$ cat config.mk
export PLATFORM = sky130hd
export DESIGN_NAME = rle_scanline_window_expander_top
export DESIGN_NICKNAME = d
export VERILOG_FILES = /design/src/rtl/rsw_pkg.sv /design/src/rtl/rle_scanline_window_expander_top.sv /design/src/rtl/rsw_regs.sv /design/src/rtl/rsw_pos_unit.sv /design/src/rtl/rsw_ctrl.sv
export SDC_FILE = /design/constraint.sdc
export NUM_CORES = 1
export LEC_CHECK = 0
export BUFFER_PORTS_ARGS = -buffer_cell sky130_fd_sc_hd__buf_2
export CAP_MARGIN = 15
export CORE_MARGIN = 1
export CORE_UTILIZATION = 58
export DETAILED_ROUTE_END_ITERATION = 10
export PLACE_DENSITY = 0.8
export SLEW_MARGIN = 10
export SYNTH_ARGS = -nofsm -noshare
export SYNTH_HDL_FRONTEND = slang
export SYNTH_SLANG_ARGS = --single-unit
$ cat constraint.sdc
create_clock -name clk_i -period 7.6 [get_ports clk_i]
set_clock_uncertainty 0.15 [all_clocks]
set_input_delay 1.52 -clock clk_i [delete_from_list [all_inputs] [get_ports clk_i]]
set_output_delay 1.52 -clock clk_i [all_outputs]
set_load 0.01 [all_outputs]
$ cat src/rtl/rsw_pkg.sv
`timescale 1ns / 1ps

package rsw_pkg;

  localparam int unsigned MaxLineDefault = 4096;

  localparam int unsigned CoordW = 12;
  localparam int unsigned PosW   = 13;
  localparam int unsigned CountW = 5;
  localparam int unsigned ColorW = 8;
  localparam int unsigned PaddrW = 5;
  localparam int unsigned DataW  = 32;

  localparam logic [ColorW-1:0] RunMark    = 8'hE0;
  localparam logic [ColorW-1:0] ClearColor = 8'hFF;

  localparam logic [2:0] RegWindowStart = 3'd0;
  localparam logic [2:0] RegWindowEnd   = 3'd1;
  localparam logic [2:0] RegMaskEnable  = 3'd2;
  localparam logic [2:0] RegDestXStart  = 3'd3;
  localparam logic [2:0] RegDestRow     = 3'd4;

  typedef struct packed {
    logic [CoordW-1:0] window_start;
    logic [CoordW-1:0] window_end;
    logic              mask_enable;
    logic [CoordW-1:0] dest_x_start;
    logic [CoordW-1:0] dest_row;
  } cfg_t;

  typedef struct packed {
    logic [PosW-1:0]   pos;
    logic [CountW-1:0] k;
    logic [CountW-1:0] cnt;
    logic [CoordW-1:0] win_start;
    logic [CoordW-1:0] win_end;
    logic [CoordW-1:0] dest_x;
  } step_req_t;

  typedef struct packed {
    logic            in_win;
    logic            final_step;
    logic            last_pixel;
    logic [PosW-1:0] pixel_x;
    logic [PosW-1:0] pos_next;
    logic            past_end;
  } step_res_t;

endpackage

$ cat src/rtl/rle_scanline_window_expander_top.sv
`timescale 1ns / 1ps
// A literal byte is taken while idle and then makes one pass of the position unit.
// A colour byte after a run code of count N steps through N positions, one position each, whether in
// the window or not; each pixel word is registered on its position step and is valid in the cycle after.
// Run codes, end codes and bytes of a finished line are taken while idle and start no run.
// A full output register stalls the run at a position in the window until the word is taken.
// Reset is asynchronous and active low; the line starts finished, awaiting a line start.

module rle_scanline_window_expander_top #(
  parameter int unsigned MAX_LINE = rsw_pkg::MaxLineDefault
) (
  input  logic                        clk_i,
  input  logic                        rst_ni,
  input  logic                        psel,
  input  logic                        penable,
  input  logic                        pwrite,
  input  logic [rsw_pkg::PaddrW-1:0]  paddr,
  input  logic [rsw_pkg::DataW-1:0]   pwdata,
  output logic [rsw_pkg::DataW-1:0]   prdata,
  output logic                        pready,
  input  logic                        in_valid_i,
  output logic                        in_ready_o,
  input  logic [rsw_pkg::ColorW-1:0]  rle_byte_i,
  input  logic                        line_start_i,
  output logic                        out_valid_o,
  input  logic                        out_ready_i,
  output logic [rsw_pkg::ColorW-1:0]  pixel_value_o,
  output logic [rsw_pkg::PosW-1:0]    pixel_x_o,
  output logic [rsw_pkg::CoordW-1:0]  pixel_y_o,
  output logic                        write_enable_o,
  output logic                        last_of_run_o
);
  import rsw_pkg::*;

  cfg_t      cfg;
  step_req_t req;
  step_res_t res;

  rsw_regs u_regs (
    .clk_i  (clk_i),
    .rst_ni (rst_ni),
    .psel   (psel),
    .penable(penable),
    .pwrite (pwrite),
    .paddr  (paddr),
    .pwdata (pwdata),
    .prdata (prdata),
    .pready (pready),
    .cfg_o  (cfg)
  );

  rsw_pos_unit u_pos_unit (
    .req_i(req),
    .res_o(res)
  );

  rsw_ctrl #(
    .MAX_LINE(MAX_LINE)
  ) u_ctrl (
    .clk_i         (clk_i),
    .rst_ni        (rst_ni),
    .cfg_i         (cfg),
    .in_valid_i    (in_valid_i),
    .in_ready_o    (in_ready_o),
    .rle_byte_i    (rle_byte_i),
    .line_start_i  (line_start_i),
    .req_o         (req),
    .res_i         (res),
    .out_valid_o   (out_valid_o),
    .out_ready_i   (out_ready_i),
    .pixel_value_o (pixel_value_o),
    .pixel_x_o     (pixel_x_o),
    .pixel_y_o     (pixel_y_o),
    .write_enable_o(write_enable_o),
    .last_of_run_o (last_of_run_o)
  );

endmodule

$ cat src/rtl/rsw_regs.sv
`timescale 1ns / 1ps

module rsw_regs (
  input  logic                         clk_i,
  input  logic                         rst_ni,
  input  logic                         psel,
  input  logic                         penable,
  input  logic                         pwrite,
  input  logic [rsw_pkg::PaddrW-1:0]   paddr,
  input  logic [rsw_pkg::DataW-1:0]    pwdata,
  output logic [rsw_pkg::DataW-1:0]    prdata,
  output logic                         pready,
  output rsw_pkg::cfg_t                cfg_o
);
  import rsw_pkg::*;

  cfg_t       cfg_q;
  cfg_t       cfg_d;
  logic [2:0] idx;
  logic       wr_en;

  assign idx    = paddr[PaddrW-1:2];
  assign wr_en  = psel && penable && pwrite;
  assign pready = 1'b1;
  assign cfg_o  = cfg_q;

  always_comb begin
    cfg_d = cfg_q;
    if (wr_en) begin
      case (idx)
        RegWindowStart: cfg_d.window_start = pwdata[CoordW-1:0];
        RegWindowEnd:   cfg_d.window_end   = pwdata[CoordW-1:0];
        RegMaskEnable:  cfg_d.mask_enable  = pwdata[0];
        RegDestXStart:  cfg_d.dest_x_start = pwdata[CoordW-1:0];
        RegDestRow:     cfg_d.dest_row     = pwdata[CoordW-1:0];
        default:        cfg_d = cfg_q;
      endcase
    end
  end

  always_comb begin
    case (idx)
      RegWindowStart: prdata = DataW'(cfg_q.window_start);
      RegWindowEnd:   prdata = DataW'(cfg_q.window_end);
      RegMaskEnable:  prdata = DataW'(cfg_q.mask_enable);
      RegDestXStart:  prdata = DataW'(cfg_q.dest_x_start);
      RegDestRow:     prdata = DataW'(cfg_q.dest_row);
      default:        prdata = '0;
    endcase
  end

  always_ff @(posedge clk_i or negedge rst_ni) begin
    if (!rst_ni) begin
      cfg_q.window_start <= '0;
      cfg_q.window_end   <= '1;
      cfg_q.mask_enable  <= 1'b0;
      cfg_q.dest_x_start <= '0;
      cfg_q.dest_row     <= '0;
    end else begin
      cfg_q <= cfg_d;
    end
  end

endmodule

$ cat src/rtl/rsw_pos_unit.sv
`timescale 1ns / 1ps

module rsw_pos_unit (
  input  rsw_pkg::step_req_t req_i,
  output rsw_pkg::step_res_t res_o
);
  import rsw_pkg::*;

  logic [PosW:0]   p;
  logic [PosW-1:0] p_next;

  assign p      = {1'b0, req_i.pos} + (PosW+1)'(req_i.k);
  assign p_next = p[PosW-1:0] + PosW'(1);

  assign res_o.in_win     = (p >= {2'b00, req_i.win_start}) && (p <= {2'b00, req_i.win_end});
  assign res_o.final_step = (req_i.k == (req_i.cnt - CountW'(1)));
  assign res_o.last_pixel = res_o.final_step || (p == {2'b00, req_i.win_end});
  assign res_o.pixel_x    = {1'b0, req_i.dest_x} + p[PosW-1:0] - {1'b0, req_i.win_start};
  assign res_o.pos_next   = p_next;
  assign res_o.past_end   = p_next > {1'b0, req_i.win_end};

endmodule

$ cat src/rtl/rsw_ctrl.sv
`timescale 1ns / 1ps

module rsw_ctrl #(
  parameter int unsigned MAX_LINE = rsw_pkg::MaxLineDefault
) (
  input  logic                        clk_i,
  input  logic                        rst_ni,
  input  rsw_pkg::cfg_t               cfg_i,
  input  logic                        in_valid_i,
  output logic                        in_ready_o,
  input  logic [rsw_pkg::ColorW-1:0]  rle_byte_i,
  input  logic                        line_start_i,
  output rsw_pkg::step_req_t          req_o,
  input  rsw_pkg::step_res_t          res_i,
  output logic                        out_valid_o,
  input  logic                        out_ready_i,
  output logic [rsw_pkg::ColorW-1:0]  pixel_value_o,
  output logic [rsw_pkg::PosW-1:0]    pixel_x_o,
  output logic [rsw_pkg::CoordW-1:0]  pixel_y_o,
  output logic                        write_enable_o,
  output logic                        last_of_run_o
);
  import rsw_pkg::*;

  localparam logic StIdle = 1'b0;
  localparam logic StRun  = 1'b1;
  localparam logic [CoordW-1:0] LineLast = CoordW'(MAX_LINE - 1);

  logic              state_q, state_d;
  logic              await_q, await_d;
  logic [CountW-1:0] pend_q, pend_d;
  logic [PosW-1:0]   pos_q, pos_d;
  logic              fin_q, fin_d;
  logic [CountW-1:0] k_q, k_d;
  logic [CountW-1:0] cnt_q, cnt_d;
  logic [ColorW-1:0] color_q, color_d;
  logic              out_valid_q, out_valid_d;

  logic [ColorW-1:0] pix_value_q;
  logic [PosW-1:0]   pix_x_q;
  logic [CoordW-1:0] pix_y_q;
  logic              pix_we_q;
  logic              pix_last_q;

  logic [CoordW-1:0] end_w;
  logic              accept;
  logic              slot_free;
  logic              emit;
  logic              step;
  logic              await_eff;
  logic [CountW-1:0] pend_eff;
  logic [PosW-1:0]   pos_eff;
  logic              fin_eff;

  assign end_w      = (cfg_i.window_end < LineLast) ? cfg_i.window_end : LineLast;
  assign in_ready_o = (state_q == StIdle);
  assign accept     = in_valid_i && in_ready_o;
  assign slot_free  = !out_valid_q || out_ready_i;
  assign emit       = (state_q == StRun) && res_i.in_win && slot_free;
  assign step       = (state_q == StRun) && (!res_i.in_win || slot_free);

  assign await_eff = line_start_i ? 1'b0 : await_q;
  assign pend_eff  = line_start_i ? '0 : pend_q;
  assign pos_eff   = line_start_i ? '0 : pos_q;
  assign fin_eff   = line_start_i ? 1'b0 : fin_q;

  assign req_o.pos       = pos_q;
  assign req_o.k         = k_q;
  assign req_o.cnt       = cnt_q;
  assign req_o.win_start = cfg_i.window_start;
  assign req_o.win_end   = end_w;
  assign req_o.dest_x    = cfg_i.dest_x_start;

  always_comb begin
    state_d = state_q;
    await_d = await_q;
    pend_d  = pend_q;
    pos_d   = pos_q;
    fin_d   = fin_q;
    k_d     = k_q;
    cnt_d   = cnt_q;
    color_d = color_q;
    if (accept) begin
      await_d = await_eff;
      pend_d  = pend_eff;
      pos_d   = pos_eff;
      fin_d   = fin_eff;
      if (!fin_eff) begin
        if (await_eff) begin
          await_d = 1'b0;
          color_d = rle_byte_i;
          if (pend_eff == '0) begin
            fin_d = pos_eff > {1'b0, end_w};
          end else begin
            cnt_d   = pend_eff;
            k_d     = '0;
            state_d = StRun;
          end
        end else if (rle_byte_i == RunMark) begin
          fin_d = 1'b1;
        end else if ((rle_byte_i & RunMark) == RunMark) begin
          pend_d  = rle_byte_i[CountW-1:0];
          await_d = 1'b1;
        end else begin
          color_d = rle_byte_i;
          cnt_d   = CountW'(1);
          k_d     = '0;
          state_d = StRun;
        end
      end
    end
    if (step) begin
      if (res_i.final_step) begin
        pos_d   = res_i.pos_next;
        fin_d   = fin_q || res_i.past_end;
        state_d = StIdle;
      end else begin
        k_d = k_q + CountW'(1);
      end
    end
  end

  always_comb begin
    out_valid_d = out_valid_q;
    if (emit) begin
      out_valid_d = 1'b1;
    end else if (out_ready_i) begin
      out_valid_d = 1'b0;
    end
  end

  always_ff @(posedge clk_i or negedge rst_ni) begin
    if (!rst_ni) begin
      state_q     <= StIdle;
      await_q     <= 1'b0;
      pend_q      <= '0;
      pos_q       <= '0;
      fin_q       <= 1'b1;
      k_q         <= '0;
      cnt_q       <= '0;
      out_valid_q <= 1'b0;
    end else begin
      state_q     <= state_d;
      await_q     <= await_d;
      pend_q      <= pend_d;
      pos_q       <= pos_d;
      fin_q       <= fin_d;
      k_q         <= k_d;
      cnt_q       <= cnt_d;
      out_valid_q <= out_valid_d;
    end
  end

  always_ff @(posedge clk_i) begin
    color_q <= color_d;
    if (emit) begin
      pix_value_q <= color_q;
      pix_x_q     <= res_i.pixel_x;
      pix_y_q     <= cfg_i.dest_row;
      pix_we_q    <= !(cfg_i.mask_enable && (color_q == ClearColor));
      pix_last_q  <= res_i.last_pixel;
    end
  end

  assign out_valid_o    = out_valid_q;
  assign pixel_value_o  = pix_value_q;
  assign pixel_x_o      = pix_x_q;
  assign pixel_y_o      = pix_y_q;
  assign write_enable_o = pix_we_q;
  assign last_of_run_o  = pix_last_q;

`ifndef SYNTHESIS
  a_run_count_nonzero: assert property (@(posedge clk_i) disable iff (!rst_ni)
    (state_q == StRun) |-> (cnt_q != '0))
    else $error("run started with a zero count");

  a_index_in_range: assert property (@(posedge clk_i) disable iff (!rst_ni)
    (state_q == StRun) |-> (k_q < cnt_q))
    else $error("run index beyond run count");

  a_emit_only_in_run: assert property (@(posedge clk_i) disable iff (!rst_ni)
    emit |=> (out_valid_q && ($past(state_q) == StRun)))
    else $error("pixel word loaded outside a run");

  a_finish_cause: assert property (@(posedge clk_i) disable iff (!rst_ni)
    $rose(fin_q) |-> ($past(accept) || ($past(state_q) == StRun)))
    else $error("line finished without a byte or run step");
`endif

endmodule

After elaboration in Yosys (flattened, before gate mapping)
Index checks and enable logic that the tools add are counted.
Operators by class
  $add $sub $neg: 6
  order comparisons: 5
  eq/ne operators: 12
  multiplexer cells: 49
  bitwise logic cells: 2
  reductions and logical operators: 25
Operators by type and width (number)
  two-way mux 5 bit: 17
  case mux 12 bit (5 select lines): 1
  two-way mux 13 bit: 4
  > comparator 13 x 12 -> 1 bit: 2
  two-way mux 8 bit: 3
  two-way mux 1 bit: 23
  == test 8 bit, second input constant: 2
  adder 13 x 5 -> 14 bit: 1
  == test 14 x 12 -> 1 bit: 1
  >= comparator 14 x 12 -> 1 bit: 1
  less-or-equal comparator 14 x 12 -> 1 bit: 1
  adder 12 x 13 -> 13 bit: 1
  adder 13 x 1 -> 13 bit, second input constant: 1
  subtractor 13 x 12 -> 13 bit: 1
  less-than comparator 12 bit, second input constant: 1
  two-way mux 12 bit: 1
  AND reduction 2 bit: 5
  logical AND 1 bit: 8
  == test 3 x 2 -> 1 bit, second input constant: 2
  == test 3 bit, second input constant: 2
  adder 5 x 1 -> 5 bit, second input constant: 1
  == test 5 bit: 1
  logical NOT 5 bit: 1
  AND reduction 5 bit: 1
  10 further kinds: 17
Word-level totals
  flip-flop bits (word level): 124
  output and inout port bits: 70
  logic and storage cells: 118

Longest topological paths before layout
  depth after elaboration: 9
  gate-level depth with buffers: 19
  mapped depth without buffers: 18

By module
A second synthesis with hierarchy kept.
Second synthesis, totals
  cell total of the unflattened synthesis: 779
  area, all modules: 8222.9 um^2
Modules (own cells, without submodules)
  rsw_ctrl: instances 1, cells an instance 293, area each 3414.5 um^2, seq. area each 2093.3 um^2
  rsw_regs: instances 1, cells an instance 194, area each 2489.9 um^2, seq. area each 1241.2 um^2
  rsw_pos_unit: instances 1, cells an instance 292, area each 2318.5 um^2, seq. area each 0.0 um^2

Worst setup path after synthesis
OpenSTA, ideal clock, no wires.
  path type: register to register
  start: register u_ctrl.k_q[0]
  end: register u_ctrl.pix_last_q, in the netlist u_ctrl.last_of_run_o, enable pin
  setup time: 0.439 ns
  data arrival time: 5.560 ns
  required time: 7.011 ns
  path slack: 1.452 ns
  stages on the path, launching flop included: 17
  period minus slack after synthesis: 6.148 ns
  path through: dfrtp_1 ha_1 fa_1 a21oi_1 o211a_2 nor2_1 xnor2_1 inv_1 ha_1 nand2_1 or2_2 nor4b_1 o2111ai_1 nand2_1 a211oi_4 or3_1 a21oi_1
On the way
  word-level cells in the longest chain between the ends: 5
Ends and longest elaborated chain
  from (decl): line rsw_ctrl.sv:34  | logic [CountW-1:0] k_q, k_d;
  from (signal assigned): line rsw_ctrl.sv:148  | k_q <= k_d;
  adder 13 x 5 -> 14 bit *: line rsw_pos_unit.sv:12  | assign p = {1'b0, req_i.pos} + (PosW+1)'(req_i.k);
  >= comparator 14 x 12 -> 1 bit / less-or-equal comparator 14 x 12 -> 1 bit (equally long branches): line rsw_pos_unit.sv:15  | assign res_o.in_win = (p >= {2'b00, req_i.win_start}) && (p <= {2'b00, req_i.win_end});
  logical AND 1 bit *: line rsw_pos_unit.sv:15
  logical AND 1 bit * (2 in a row): line rsw_ctrl.sv:59  | assign emit = (state_q == StRun) && res_i.in_win && slot_free;
  named net u_ctrl.emit: line rsw_ctrl.sv:48  | logic emit;
  to (signal assigned): line rsw_ctrl.sv:161  | pix_last_q <= res_i.last_pixel;
  to (decl): line rsw_ctrl.sv:43  | logic pix_last_q;
The timed path passes the listed nets; every way through them passes the cells marked *.
A chain may end at the register's enable or synchronous reset.

Worst setup path in the final report
  start: register u_ctrl.k_q[0]
  end: register u_ctrl.pix_x_q[12], in the netlist u_ctrl.pixel_x_o[12], enable pin
On the way
  word-level cells in the longest chain between the ends: 5
Ends and longest elaborated chain
  adder 13 x 5 -> 14 bit *: line rsw_pos_unit.sv:12
  >= comparator 14 x 12 -> 1 bit / less-or-equal comparator 14 x 12 -> 1 bit (equally long branches): line rsw_pos_unit.sv:15
  logical AND 1 bit *: line rsw_pos_unit.sv:15
  logical AND 1 bit * (2 in a row): line rsw_ctrl.sv:59
  named net u_ctrl.emit: line rsw_ctrl.sv:48
  to (signal assigned): line rsw_ctrl.sv:158  | pix_x_q <= res_i.pixel_x;
  to (decl): line rsw_ctrl.sv:40  | logic [PosW-1:0] pix_x_q;
Marks and branches as above.

==> metrics.txt <==
status completed; Slowest cell on crit path nor4b_1; largest family of logic cells by synthesized area simple AND/OR/NAND/NOR gates; area grow syn2layout 14.13%; Hold Vio Cnt, Final 0; largest net degree at the start of global routing 82; Final Setup Violations 0; Buffers on Ports 79; r2r setup slk 1950 ps; CP peak stage delay 600 ps; Peak VDD IR approximately 200 uV; Clk pin slew, worst setup/hold paths ~60 ps; Async SR Flop Fraction about two thirds; fill cell count 929; number of diodes 0; post-route antenna net violation count 0; Worst Setup Start Kind flop; Fin Setup TNS 0 ps; num ports between 100 and 150; hold depth 0; DRC errors left 0; vias 5970; Pre-antenna DRT Iters 6; most common cell after layout, fill and taps aside buf_2; Final Max Slew Viols 0; first-pass GRT wire length about 31000 um; library cells used by synthesis 74; crit path DAT 5620 ps; Placed Area 0.008406 mm^2; per-cell routed wire length 18.62 um; FP Rows 42; most frequent cells in the layout 78 x buf_2, 68 x ha_1, 68 x dfrtp_1, 58 x nand2_1, 48 x inv_1; Via-to-Cell Ratio 5.841; Hold Crit Start u_ctrl.color_q[1]; CTS Hold Bufs 0; RSZ-0062 raised after global routing no; Register Area roughly 0.0033 mm^2; Clock Tree Buf Depth 2; Crit. End Element flop; vias in the first global route 6109; multi-input logic area 0.004265 mm^2; total gr overflow 0; Pwr Density 356.1 mW/mm^2; routed wire length approximately 19000 um; core area 0.01330 mm^2; crit share post-route 74.37%; reg2reg end u_ctrl.pixel_x_o[12]; Post-CTS Setup Bufs 0; layout net count 967; area share of fa/ha/maj cells after synthesis 13.96%; Chip Height about 120 um; post-synthesis xor/xnor area fraction 4.370%; die area 0.01419 mm^2; min Tclk post-route 5652 ps; CTS Buf Count 17; number of enable flip-flop cells after synthesis 43; initial antenna violation count 0; Synth Cell Area 0.007959 mm^2; Max-slew headroom about a quarter; Cell Chain, Critical Path ha_1 -> fa_1 -> a21oi_1 -> o211a_2 -> nor2_1 -> xnor2_1 -> inv_1 -> ha_1 -> nand2_1 -> or2_2 -> nor4b_1 -> o2111ai_1 -> nand2_1 -> a211oi_4 -> or3_1 -> a21oi_4 -> buf_12; initial core utilization 59.86%; gp weighted congestion 0.8926; post-cts resize count 0; leakage 4.176 nW; endpoint of the worst hold path u_ctrl.pixel_value_o[1]; RR Startpoint u_ctrl.k_q[0]; CTS tree yes; design area 0.009084 mm^2; Critical Path Fanout Max 26; kind of critical path flop to flop; post-synthesis cell count about 760; die width 119.1 um; Tightest Pin Transition 1141 ps; Detailed Route Iter0 Violations 315; Max Clk Rate approximately 180 MHz; register area share after synthesis about two fifths; CTS Root Cell clkbuf_16; hpwl dp between 10000 and 15000 um; Worst-Skew Late Latency 430 ps; Required @ worst endpoint 7570 ps; max_cap viols 0; total track usage 28.41%; Yosys reg bits 124; CTS Sinks between 100 and 150; synth warn 0; multiplexer area fraction after synthesis 8.238%; worst hold-check path type flop to flop; H-tree Lvls 4; worst reg2reg path depth 17; share of cells above drive strength 1 22.46%; Syn Area/Cell between 10 and 15 um^2; post-synthesis compound-gate area fraction 10.96%; Most used DFF post-synth dfrtp_1; Synth Area in Simple Gates 14.86%
==> through the flow <==
step	cells	setup WS, ps	util (%)	hold WS [ps]	power (mW)
after floorplan	776	1452	-	276.0	1.972
after global placement	988	1792	63.22	285.3	2.227
after detailed placement	988	1665	63.22	290.0	2.313
after CTS	1020	1634	67.97	299.1	3.216
after global routing	1022	1668	68.32	305.8	3.412
final	1022	1948	68.32	296.1	3.235
==> how the worst max path moves through the flow <==
stage / from / end / slack (ps) / cells past startpoint
after floorplan: u_ctrl.k_q[0] / u_ctrl.last_of_run_o / 1450 / 16
after global placement: u_ctrl.k_q[0] / u_ctrl.pixel_x_o[12] / 1790 / 16
after detailed placement: u_ctrl.k_q[0] / u_ctrl.pixel_x_o[12] / 1660 / 16
after CTS: u_ctrl.k_q[0] / u_ctrl.pixel_y_o[10] / 1630 / 16
after global routing: u_ctrl.k_q[0] / u_ctrl.pixel_y_o[10] / 1670 / 17
final: u_ctrl.k_q[0] / u_ctrl.pixel_x_o[12] / 1950 / 17
==> layer usage <==
layer  share of wire [%]  wire length, um  vias up  track usage [%]
met5                   0                0        -                0
met4                 2.0              380        0            10.68
met3                 4.7              900       30            5.316
li1                    -                -     2780                -
met1                  41             7857     2971            34.32
met2                  52             9887      189            50.15
==> worst max-delay path: cells and delay by family (launching register included) <==
kind	cells	cell delay, ps
AOI/OAI and AO/OA	5	1200
xor gates and xnor gates	1	380
adders and majority gates	3	1010
buffers and inverters	2	430
and+or+nand+nor	6	1690
DFF	1	450
==> kinds of logic after synthesis <==
| logic type | after synthesis |
|---|---|
| and+or+nand+nor | 229 |
| xor gates and xnor gates | 38 |
| muxes | 58 |
| buffers and inverters | 92 |
| DFF | 124 |
| other | 2 |
| AOI/OAI and AO/OA | 133 |
| adders and majority gates | 81 |
==> report_power, final <==
part / internal (mW) / switching, mW
clock: 0.578 / 0.298
combinational: 0.566 / 0.794
sequential: 0.891 / 0.106
==> sequential cells by signal, summed over array words and instances, names as in the netlist <==
name                   flops
u_ctrl.await_q             1
u_ctrl.pixel_x_o          13
u_ctrl.pixel_value_o       8
u_ctrl.pos_q              13
u_ctrl.color_q             8
u_ctrl.pend_q              5
u_ctrl.k_q                 5
u_ctrl.last_of_run_o       1
u_regs.cfg_o              49
u_ctrl.write_enable_o      1
u_ctrl.state_q             1
u_ctrl.fin_q               1
u_ctrl.cnt_q               5
u_ctrl.out_valid_o         1
u_ctrl.pixel_y_o          12
==> cell usage after synthesis (22+ instances only) <==
master	n	area [um^2]
nand3_1	36	180.2
nand2_1	58	217.7
mux2_2	42	473.0
dfrtp_1	68	1702
buf_4	22	165.2
nor2_1	45	168.9
edfxtp_1	43	1291
a21oi_1	36	180.2
o21ai_0	42	210.2
xnor2_1	24	210.2
ha_1	68	850.8
inv_1	48	180.2
==> cell type report <==
| class | instances | share of cell area [%] |
|---|---|---|
| multi-input cells | 560 | 46.96 |
| flip-flops and latches | 124 | 36.71 |
| clock buffers | 19 | 4.766 |
| repair buffers | 82 | 4.986 |
| inverters | 48 | 1.983 |
| well taps | 176 | 2.424 |
| clock inverters | 13 | 2.176 |
(Power assumes the default switching activity.)
